$ cat src/design/assert_macros.svh
// Assertion helpers for the RTL.
`ifndef ASSERT_MACROS_SVH
`define ASSERT_MACROS_SVH

`ifndef ASSERT_OFF

// Condition holds at every clock edge out of reset
`define ASSERT_ALWAYS(name, clk, rst_n, cond) \
  name: assert property (@(posedge clk) disable iff (!rst_n) (cond)) \
    else $error("assertion failed: name");

// Consequent holds whenever the antecedent holds
`define ASSERT_IMPLIES(name, clk, rst_n, ante, cons) \
  name: assert property (@(posedge clk) disable iff (!rst_n) (ante) |-> (cons)) \
    else $error("assertion failed: name");

`else

`define ASSERT_ALWAYS(name, clk, rst_n, cond)
`define ASSERT_IMPLIES(name, clk, rst_n, ante, cons)

`endif

`endif

$ cat src/design/hjc_pkg.sv
package hjc_pkg;

  localparam logic [15:0] SYL_BASE    = 16'hAC00;
  localparam logic [15:0] SYL_END     = 16'hD7A4;
  localparam logic [15:0] VOWEL_FIRST = 16'h314F;
  localparam logic [15:0] VOWEL_LAST  = 16'h3163;
  localparam int          NUM_L       = 19;
  localparam int          NUM_V       = 21;
  localparam int          NUM_T       = 28;
  localparam int          LV_STEP     = NUM_V * NUM_T;

  // Reciprocals for the constant divisions: (s/4)*RECIP_7 >> 14 and x*RECIP_21 >> 16
  localparam logic [11:0] RECIP_7     = 12'd2341;
  localparam logic [11:0] RECIP_21    = 12'd3121;

  localparam int          FIFO_DEPTH  = 4;

  typedef struct packed {
    logic       hit;
    logic [4:0] idx;
  } idx_t;

  typedef struct packed {
    logic [4:0] keep;
    logic [4:0] ml;
  } split_t;

  // Pending character with its syllable decomposition
  typedef struct packed {
    logic        valid;
    logic [15:0] code;
    logic        syl;
    logic [4:0]  l;
    logic [4:0]  v;
    logic [4:0]  t;
  } pend_t;

  // Incoming request with the decomposition of its code
  typedef struct packed {
    logic [15:0] code;
    logic        last;
    logic        syl;
    logic [4:0]  l;
    logic [4:0]  v;
    logic [4:0]  t;
  } item_t;

  typedef struct packed {
    logic [15:0] code;
    logic        last;
  } result_t;

  function automatic logic [15:0] make_code(logic [4:0] l, logic [4:0] v, logic [4:0] t);
    return SYL_BASE + {11'd0, l} * 16'(LV_STEP) + {11'd0, v} * 16'(NUM_T) + {11'd0, t};
  endfunction

  function automatic pend_t make_pend(logic [4:0] l, logic [4:0] v, logic [4:0] t);
    pend_t p;
    p.valid = 1'b1;
    p.code  = make_code(l, v, t);
    p.syl   = 1'b1;
    p.l     = l;
    p.v     = v;
    p.t     = t;
    return p;
  endfunction

  function automatic idx_t lead_lookup(logic [15:0] c);
    idx_t r;
    r.hit = 1'b1;
    r.idx = 5'd0;
    case (c)
      16'h3131: r.idx = 5'd0;
      16'h3132: r.idx = 5'd1;
      16'h3134: r.idx = 5'd2;
      16'h3137: r.idx = 5'd3;
      16'h3138: r.idx = 5'd4;
      16'h3139: r.idx = 5'd5;
      16'h3141: r.idx = 5'd6;
      16'h3142: r.idx = 5'd7;
      16'h3143: r.idx = 5'd8;
      16'h3145: r.idx = 5'd9;
      16'h3146: r.idx = 5'd10;
      16'h3147: r.idx = 5'd11;
      16'h3148: r.idx = 5'd12;
      16'h3149: r.idx = 5'd13;
      16'h314A: r.idx = 5'd14;
      16'h314B: r.idx = 5'd15;
      16'h314C: r.idx = 5'd16;
      16'h314D: r.idx = 5'd17;
      16'h314E: r.idx = 5'd18;
      default:  r.hit = 1'b0;
    endcase
    return r;
  endfunction

  // Final index of a jamo, zero when it cannot stand as a final
  function automatic logic [4:0] tail_lookup(logic [15:0] c);
    logic [4:0] r;
    r = 5'd0;
    case (c)
      16'h3131: r = 5'd1;
      16'h3132: r = 5'd2;
      16'h3133: r = 5'd3;
      16'h3134: r = 5'd4;
      16'h3135: r = 5'd5;
      16'h3136: r = 5'd6;
      16'h3137: r = 5'd7;
      16'h3139: r = 5'd8;
      16'h313A: r = 5'd9;
      16'h313B: r = 5'd10;
      16'h313C: r = 5'd11;
      16'h313D: r = 5'd12;
      16'h313E: r = 5'd13;
      16'h313F: r = 5'd14;
      16'h3140: r = 5'd15;
      16'h3141: r = 5'd16;
      16'h3142: r = 5'd17;
      16'h3144: r = 5'd18;
      16'h3145: r = 5'd19;
      16'h3146: r = 5'd20;
      16'h3147: r = 5'd21;
      16'h3148: r = 5'd22;
      16'h314A: r = 5'd23;
      16'h314B: r = 5'd24;
      16'h314C: r = 5'd25;
      16'h314D: r = 5'd26;
      16'h314E: r = 5'd27;
      default:  r = 5'd0;
    endcase
    return r;
  endfunction

  function automatic idx_t dvowel_lookup(logic [4:0] v1, logic [4:0] v2);
    idx_t r;
    r.hit = 1'b1;
    r.idx = 5'd0;
    case ({v1, v2})
      {5'd8, 5'd0}:   r.idx = 5'd9;
      {5'd8, 5'd1}:   r.idx = 5'd10;
      {5'd8, 5'd20}:  r.idx = 5'd11;
      {5'd13, 5'd4}:  r.idx = 5'd14;
      {5'd13, 5'd5}:  r.idx = 5'd15;
      {5'd13, 5'd20}: r.idx = 5'd16;
      {5'd18, 5'd20}: r.idx = 5'd19;
      default:        r.hit = 1'b0;
    endcase
    return r;
  endfunction

  function automatic idx_t dfinal_lookup(logic [4:0] t1, logic [4:0] t2);
    idx_t r;
    r.hit = 1'b1;
    r.idx = 5'd0;
    case ({t1, t2})
      {5'd1, 5'd19}:  r.idx = 5'd3;
      {5'd4, 5'd22}:  r.idx = 5'd5;
      {5'd4, 5'd27}:  r.idx = 5'd6;
      {5'd8, 5'd1}:   r.idx = 5'd9;
      {5'd8, 5'd16}:  r.idx = 5'd10;
      {5'd8, 5'd17}:  r.idx = 5'd11;
      {5'd8, 5'd19}:  r.idx = 5'd12;
      {5'd8, 5'd25}:  r.idx = 5'd13;
      {5'd8, 5'd26}:  r.idx = 5'd14;
      {5'd8, 5'd27}:  r.idx = 5'd15;
      {5'd17, 5'd19}: r.idx = 5'd18;
      default:        r.hit = 1'b0;
    endcase
    return r;
  endfunction

  // Final that stays behind and initial that moves on when a vowel follows
  function automatic split_t split_final(logic [4:0] t);
    split_t r;
    r.keep = 5'd0;
    r.ml   = 5'd0;
    case (t)
      5'd2:  r.ml = 5'd1;
      5'd3:  begin r.keep = 5'd1;  r.ml = 5'd9;  end
      5'd4:  r.ml = 5'd2;
      5'd5:  begin r.keep = 5'd4;  r.ml = 5'd12; end
      5'd6:  begin r.keep = 5'd4;  r.ml = 5'd18; end
      5'd7:  r.ml = 5'd3;
      5'd8:  r.ml = 5'd5;
      5'd9:  begin r.keep = 5'd8;  r.ml = 5'd0;  end
      5'd10: begin r.keep = 5'd8;  r.ml = 5'd6;  end
      5'd11: begin r.keep = 5'd8;  r.ml = 5'd7;  end
      5'd12: begin r.keep = 5'd8;  r.ml = 5'd9;  end
      5'd13: begin r.keep = 5'd8;  r.ml = 5'd16; end
      5'd14: begin r.keep = 5'd8;  r.ml = 5'd17; end
      5'd15: begin r.keep = 5'd8;  r.ml = 5'd18; end
      5'd16: r.ml = 5'd6;
      5'd17: r.ml = 5'd7;
      5'd18: begin r.keep = 5'd17; r.ml = 5'd9;  end
      5'd19: r.ml = 5'd9;
      5'd20: r.ml = 5'd10;
      5'd21: r.ml = 5'd11;
      5'd22: r.ml = 5'd12;
      5'd23: r.ml = 5'd14;
      5'd24: r.ml = 5'd15;
      5'd25: r.ml = 5'd16;
      5'd26: r.ml = 5'd17;
      5'd27: r.ml = 5'd18;
      default: r.ml = 5'd0;
    endcase
    return r;
  endfunction

endpackage

$ cat src/design/hjc_compose.sv
module hjc_compose (
  input  hjc_pkg::pend_t   pend,
  input  hjc_pkg::item_t   item,
  output hjc_pkg::pend_t   pend_nxt,
  output hjc_pkg::result_t res0,
  output hjc_pkg::result_t res1,
  output logic [1:0]       res_cnt
);
  import hjc_pkg::*;

  idx_t       lead_p;
  idx_t       dv;
  idx_t       df;
  split_t     sp;
  logic [4:0] ti;
  logic [4:0] vi;
  logic       vw;
  logic       done;
  pend_t      raw;
  pend_t      merged;

  // Classify the incoming code against the pending character
  always_comb begin
    raw.valid = 1'b1;
    raw.code  = item.code;
    raw.syl   = item.syl;
    raw.l     = item.l;
    raw.v     = item.v;
    raw.t     = item.t;
    lead_p    = lead_lookup(pend.code);
    ti        = tail_lookup(item.code);
    vw        = (item.code >= VOWEL_FIRST) && (item.code <= VOWEL_LAST);
    vi        = 5'(item.code - VOWEL_FIRST);
    dv        = dvowel_lookup(pend.v, vi);
    df        = dfinal_lookup(pend.t, ti);
    sp        = split_final(pend.t);
  end

  // Merge, close or split the pending character, then flush on last
  always_comb begin
    merged    = pend;
    done      = 1'b0;
    res0.code = pend.code;
    res0.last = 1'b0;
    res1.code = 16'd0;
    res1.last = 1'b0;
    res_cnt   = 2'd0;
    if (!pend.valid) begin
      merged = raw;
      done   = 1'b1;
    end else if (lead_p.hit && vw) begin
      merged = make_pend(lead_p.idx, vi, 5'd0);
      done   = 1'b1;
    end else if (pend.syl) begin
      if (pend.t == 5'd0 && ti != 5'd0) begin
        merged.t    = ti;
        merged.code = pend.code + {11'd0, ti};
        done        = 1'b1;
      end else if (pend.t == 5'd0 && vw) begin
        if (dv.hit) begin
          merged = make_pend(pend.l, dv.idx, 5'd0);
          done   = 1'b1;
        end
      end else if (pend.t != 5'd0 && ti != 5'd0) begin
        if (df.hit) begin
          merged = make_pend(pend.l, pend.v, df.idx);
          done   = 1'b1;
        end
      end else if (pend.t != 5'd0 && vw) begin
        res0.code = make_code(pend.l, pend.v, sp.keep);
        res_cnt   = 2'd1;
        merged    = make_pend(sp.ml, vi, 5'd0);
        done      = 1'b1;
      end
    end
    if (!done) begin
      res0.code = pend.code;
      res_cnt   = 2'd1;
      merged    = raw;
    end
    if (item.last) begin
      if (res_cnt == 2'd0) begin
        res0.code = merged.code;
        res0.last = 1'b1;
      end else begin
        res1.code = merged.code;
        res1.last = 1'b1;
      end
      res_cnt = res_cnt + 2'd1;
      merged  = '0;
    end
    pend_nxt = merged;
  end

endmodule

$ cat src/design/hangul_jamo_composer_unit.sv
// Hangul jamo composer. Takes one 16-bit code unit per request and holds one
// pending character, building precomposed syllables from compatibility jamo;
// the last flag flushes that character with out_last set. A request runs
// through three register stages (input, syllable decomposition, compose)
// and its results enter a four-entry result queue that feeds the output.
// One request is taken per cycle while in_stall is low; a request yields
// zero, one or two results, and the queue drains one result per cycle while
// out_stall is low, so requests that close a character and flush at once
// yield two results to drain. The input stalls while the queue holds more
// than two results.
`include "assert_macros.svh"

module hangul_jamo_composer_unit (
  input  logic        clk,
  input  logic        rst_n,
  input  logic        in_valid,
  output logic        in_stall,
  input  logic [15:0] in_code,
  input  logic        in_last,
  output logic        out_valid,
  input  logic        out_stall,
  output logic [15:0] out_code,
  output logic        out_last
);
  import hjc_pkg::*;

  localparam int PTR_W = $clog2(FIFO_DEPTH);
  localparam int CNT_W = $clog2(FIFO_DEPTH + 1);

  logic              adv;
  logic              fire;
  logic              pop;

  logic              s1_valid_r;
  logic [15:0]       s1_code_r;
  logic              s1_last_r;

  logic [13:0]       s1_off;
  logic [23:0]       s1_prod;

  logic              s2_valid_r;
  logic [15:0]       s2_code_r;
  logic              s2_last_r;
  logic              s2_syl_r;
  logic [13:0]       s2_off_r;
  logic [8:0]        s2_st_r;

  logic [20:0]       s2_prod;
  logic [4:0]        s2_l;
  item_t             item;

  pend_t             pend_r;
  pend_t             pend_nxt;
  result_t           res0;
  result_t           res1;
  logic [1:0]        res_cnt;

  result_t           fifo_r [FIFO_DEPTH];
  logic [PTR_W-1:0]  wr_ptr_r;
  logic [PTR_W-1:0]  rd_ptr_r;
  logic [CNT_W-1:0]  cnt_r;
  logic [1:0]        push_n;

  // Advance the pipeline only while the queue can absorb two results
  assign adv      = cnt_r <= CNT_W'(FIFO_DEPTH - 2);
  assign in_stall = !adv;
  assign fire     = s2_valid_r && adv;
  assign pop      = out_valid && !out_stall;
  assign push_n   = fire ? res_cnt : 2'd0;

  // Syllable offset divided by 28: quarter it, then scale by the reciprocal of 7
  assign s1_off  = s1_code_r[13:0] - SYL_BASE[13:0];
  assign s1_prod = {12'd0, s1_off[13:2]} * {12'd0, RECIP_7};

  // Split the quotient into initial and vowel, the remainder is the final
  assign s2_prod = 21'(s2_st_r) * 21'(RECIP_21);
  assign s2_l    = s2_prod[20:16];

  always_comb begin
    item.code = s2_code_r;
    item.last = s2_last_r;
    item.syl  = s2_syl_r;
    item.l    = s2_l;
    item.v    = 5'(s2_st_r - 9'(s2_l) * 9'(NUM_V));
    item.t    = 5'(s2_off_r - 14'(s2_st_r) * 14'(NUM_T));
  end

  hjc_compose u_compose (
    .pend     (pend_r),
    .item     (item),
    .pend_nxt (pend_nxt),
    .res0     (res0),
    .res1     (res1),
    .res_cnt  (res_cnt)
  );

  // Hold or advance the request stages and the pending character
  always_ff @(posedge clk) begin
    if (!rst_n) begin
      s1_valid_r <= 1'b0;
      s2_valid_r <= 1'b0;
      pend_r     <= '0;
    end else if (adv) begin
      s1_valid_r <= in_valid;
      s2_valid_r <= s1_valid_r;
      if (fire) begin
        pend_r <= pend_nxt;
      end
    end
  end

  always_ff @(posedge clk) begin
    if (adv) begin
      s1_code_r <= in_code;
      s1_last_r <= in_last;
      s2_code_r <= s1_code_r;
      s2_last_r <= s1_last_r;
      s2_syl_r  <= (s1_code_r >= SYL_BASE) && (s1_code_r < SYL_END);
      s2_off_r  <= s1_off;
      s2_st_r   <= s1_prod[22:14];
    end
  end

  // Push up to two results, drop the head when taken
  always_ff @(posedge clk) begin
    if (push_n != 2'd0) begin
      fifo_r[wr_ptr_r] <= res0;
    end
    if (push_n == 2'd2) begin
      fifo_r[wr_ptr_r + PTR_W'(1)] <= res1;
    end
  end

  always_ff @(posedge clk) begin
    if (!rst_n) begin
      wr_ptr_r <= '0;
      rd_ptr_r <= '0;
      cnt_r    <= '0;
    end else begin
      wr_ptr_r <= wr_ptr_r + PTR_W'(push_n);
      rd_ptr_r <= rd_ptr_r + PTR_W'(pop);
      cnt_r    <= cnt_r + CNT_W'(push_n) - CNT_W'(pop);
    end
  end

  assign out_valid = cnt_r != '0;
  assign out_code  = fifo_r[rd_ptr_r].code;
  assign out_last  = fifo_r[rd_ptr_r].last;

  `ASSERT_ALWAYS(a_cnt_bound, clk, rst_n, cnt_r <= CNT_W'(FIFO_DEPTH))
  `ASSERT_IMPLIES(a_push_fits, clk, rst_n, fire, (4'(cnt_r) + 4'(res_cnt)) <= 4'(FIFO_DEPTH))
  `ASSERT_IMPLIES(a_idle_pend_clear, clk, rst_n, !pend_r.valid, pend_r.code == 16'd0)
  `ASSERT_IMPLIES(a_syl_fields, clk, rst_n, pend_r.valid && pend_r.syl, (pend_r.l < 5'(NUM_L)) && (pend_r.v < 5'(NUM_V)) && (pend_r.t < 5'(NUM_T)))

endmodule
$ cat config.mk
export PLATFORM = sky130hd
export DESIGN_NAME = hangul_jamo_composer_unit
export DESIGN_NICKNAME = d
export VERILOG_FILES = /design/src/design/hjc_pkg.sv /design/src/design/hjc_compose.sv /design/src/design/hangul_jamo_composer_unit.sv
export VERILOG_INCLUDE_DIRS = /design/src /design/src/design
export SDC_FILE = /design/constraint.sdc
export NUM_CORES = 1
export LEC_CHECK = 0
export BUFFER_PORTS_ARGS = -buffer_cell sky130_fd_sc_hd__buf_2
export CORE_MARGIN = 2
export CORE_UTILIZATION = 54
export DETAILED_ROUTE_END_ITERATION = 7
export GPL_TIMING_DRIVEN = 0
export HOLD_SLACK_MARGIN = 0.1
export PLACE_DENSITY_LB_ADDON = 0.2
export SETUP_SLACK_MARGIN = 0.1
export SLEW_MARGIN = 20
export SYNTH_ARGS = -nofsm -noshare
export SYNTH_HDL_FRONTEND = slang
export SYNTH_SLANG_ARGS = --single-unit
export TNS_END_PERCENT = 20
$ cat constraint.sdc
create_clock -name clk -period 17.27 [get_ports clk]
set_clock_uncertainty 0.15 [all_clocks]
set_input_delay 0.8635 -clock clk [delete_from_list [all_inputs] [get_ports clk]]
set_output_delay 0.8635 -clock clk [all_outputs]
set_load 0.005 [all_outputs]
==> results.toml <==
[run_status]
status = "completed"

[synthesis]
syn_area_mm2 = 0.0187
yosys.area.top_type = "ha_1"
synth-xor-area-share = 0.0628
ys.warnings.count = 0
ys_ff_latch = 154
async_flop_share = 0
synth_compound_area_frac = 0.229
synth_top_cell_area_share = 0.184
syn_inst = 2135
synth-simple-area-share = 0.164
syn_avg_cell_area_um2 = 8.78
ys.flop_type = "edfxtp_1"
muxShareOfSynthArea = 0.0344
synthAdderAreaFrac = 0.233
synthDistinctLibCells = 107
synthTopCellsByArea = "ha_1 18%, edfxtp_1 18%, fa_1 4.7%"
synth_edf_count = 112
ys_seq_area_frac = 0.224
synth_top_family_by_area = "adder cells"
synth.net_count = 2476

[critical_path]
path_cells = "nor4bb_1, and3_1, clkbuf_1, nand2_1, a2111oi_0, a311oi_1, a21oi_1, ha_1, ha_1, a21o_1, a211oi_1, nor2_1, ha_1, a2111oi_0, nor3b_1, a2111oi_0, o22ai_1, a2111oi_0, a21oi_1, nor3_2, o21ai_1, mux2i_1"
cp-start-kind = "register"
critPathKind = "reg -> reg"
cp_slowest_cell = "nor4bb_1"
arrival_ns = 8.78
cp.required_ns = 17.41
worst_setup_path_end_kind = "register"
worst-path-max-fanout = 8
slowest_delay_ns = 0.99
crit_path_frequent_cell = "a2111oi_0"

[placed_design]
port_buffers = 39
hpwl_mm = 52.8
gp_congestion = 1.03

[global_route]
antenna_found_initial = 0
grt-ovfl-total = 0
track_usage = 0.367
grt_start_max_net_pins = 24
grt_pass1_wl_mm = 100
grt_pass1_vias = 16900

[floorplanning]
io_pins = 40
rows = 68
dieArea_mm2 = 0.0362
chipHeight_um = 190
die_w_um = 190
start_util = 0.545
coreArea_mm2 = 0.0344

[cts]
post_cts_buffers = 0
clk_path_buf_depth = 2
clock_latency_ns = 0.46
path_clk_slew_ns = 0.07
cts-resized-gates = 0
clock-sinks = 154
root_buffer = "clkbuf_16"
holdBufCountCts = 0
cts_tree = "built"
numCtsBuffers = 17
h-tree-depth = 4

[layout]
area_delta_synth_final_pct = 7.99
multi_input_area_mm2 = 0.0136
fill_cells = 3097
diodes = 0
finalNetCount = 2540
drive_gt1_frac = 0.0827
regArea_mm2 = 0.00420

[timing]
worst_pin_slew_ns = 1.13
maxClockFrequency_ghz = 0.116
hold_violations = 0
finalCritPeriodShare = 0.501
relSlewSlack = 0.239
post-route-min-period_ns = 8.65
maxSlewViolCount = 0
setup-tns-final_ns = 0
rsz0062_at_grt = "false"
finalSetupViolations = 0

[routing]
vias_per_cell = 6.63
routed_wl_mm = 65.7
drtIter0Drc = 1833
drtPass1Iterations = 6
drc_errors = 0
num_vias = 17700
routedWlPerCell_um = 24.6
ant_nets = 0

[flow_run]
cap_violations = 0

[min_path]
hp-class = "reg -> reg"
==> path summary, 6_finish.rpt <==
path	depth (start not counted)	end	start	slack, ns
worst max-delay path	22	fifo_r[3][16]	pend_r[28]	8.62
worst min-delay path	0	s2_code_r[0]	s1_code_r[0]	0.28
worst max register to register	22	fifo_r[3][16]	pend_r[28]	8.62
worst min register to register	0	s2_code_r[0]	s1_code_r[0]	0.28
==> synth_stat cells (all sizes together), types with 25 or more instances <==
| master | number |
|---|---|
| nand3 | 57 |
| buf | 29 |
| ha | 276 |
| xnor2 | 86 |
| a211oi | 28 |
| xor2 | 45 |
| nor3 | 47 |
| o22ai | 64 |
| inv | 151 |
| nor2 | 169 |
| a21oi | 155 |
| o21ai | 116 |
| dfxtp | 42 |
| nand2 | 115 |
| clkbuf | 67 |
| nand2b | 25 |
| edfxtp | 112 |
| fa | 44 |
| a21o | 39 |
==> through the flow <==
step,std cells,hold WS [ns],cell area (µm²),util,setup WS [ns]
finish,2667,0.276,20200,0.589,8.62
floorplan,2135,0.250,18700,-,11.19
global placement,2629,0.253,19500,0.568,8.88
detailed placement,2635,0.260,19700,0.572,9.12
global route,2667,0.279,20200,0.589,8.32
CTS,2667,0.277,20200,0.589,9.08
==> sequential cells by signal, summed over array words and instances (netlist names), 2 cells and up <==
name / cells
s2_code_r: 16
wr_ptr_r: 2
cnt_r: 3
s1_code_r: 16
rd_ptr_r: 2
s2_st_r: 9
fifo_r: 68
pend_r: 33
==> cell type report <==
class	instances	share of cell area
multi-input combinational	1733	0.673
tap	455	0.0281
clock buffer	17	0.0210
buffer	96	0.0203
clock inverter	15	0.00772
inverter	152	0.0282
sequential	154	0.208
timing repair buffer	45	0.0144
==> kinds of logic (layout without fill, tap and decap cells) <==
family          count (synthesis)  count (layout)
compound gates                635             635
simple gates                  600             600
fa+ha+maj                     324             324
buf+inv                       248             325
flops                         154             154
xor+xnor                      132             132
mux                            42              42
==> layout by cell type, fill, tap and decap left out, types with 16 or more instances in the layout <==
cell type and n:
clkbuf_16 17, o21a_1 22, nor3_1 45, nand2b_1 25, xnor2_1 85, nor2b_1 21
nor2_1 165, xor2_1 45, mux2i_1 19, clkbuf_1 67, and2_1 19, nand2_1 114
nand3_1 57, edfxtp_1 112, ha_1 276, o211ai_1 16, a21o_1 39, a211oi_1 25
buf_2 61, or3_1 18, a21oi_1 152, dfxtp_1 42, o21ai_0 99, nand4_1 19
fa_1 44, and3_1 23, a31oi_1 21, inv_1 149, o22ai_1 64, mux4_2 17
==> layer usage <==
layer,share of wire,track usage,wire [µm],vias to the layer above
met5,0,0,0,-
met3,0.078,0.0596,5110,159
met1,0.42,0.479,27700,8521
met4,0.053,0.181,3450,0
met2,0.45,0.592,29400,862
li1,-,-,-,8139
==> critical path: cells and delay by family (launching register included) <==
family	cells	cell delay [ns]
buf+inv	1	0.25
compound gates	11	4.31
mux	1	0.19
fa+ha+maj	3	0.98
simple gates	6	2.03
flops	1	0.55
Power is not shown: default switching activity piles up to over one toggle a cycle in this logic, so the estimate is an artifact.
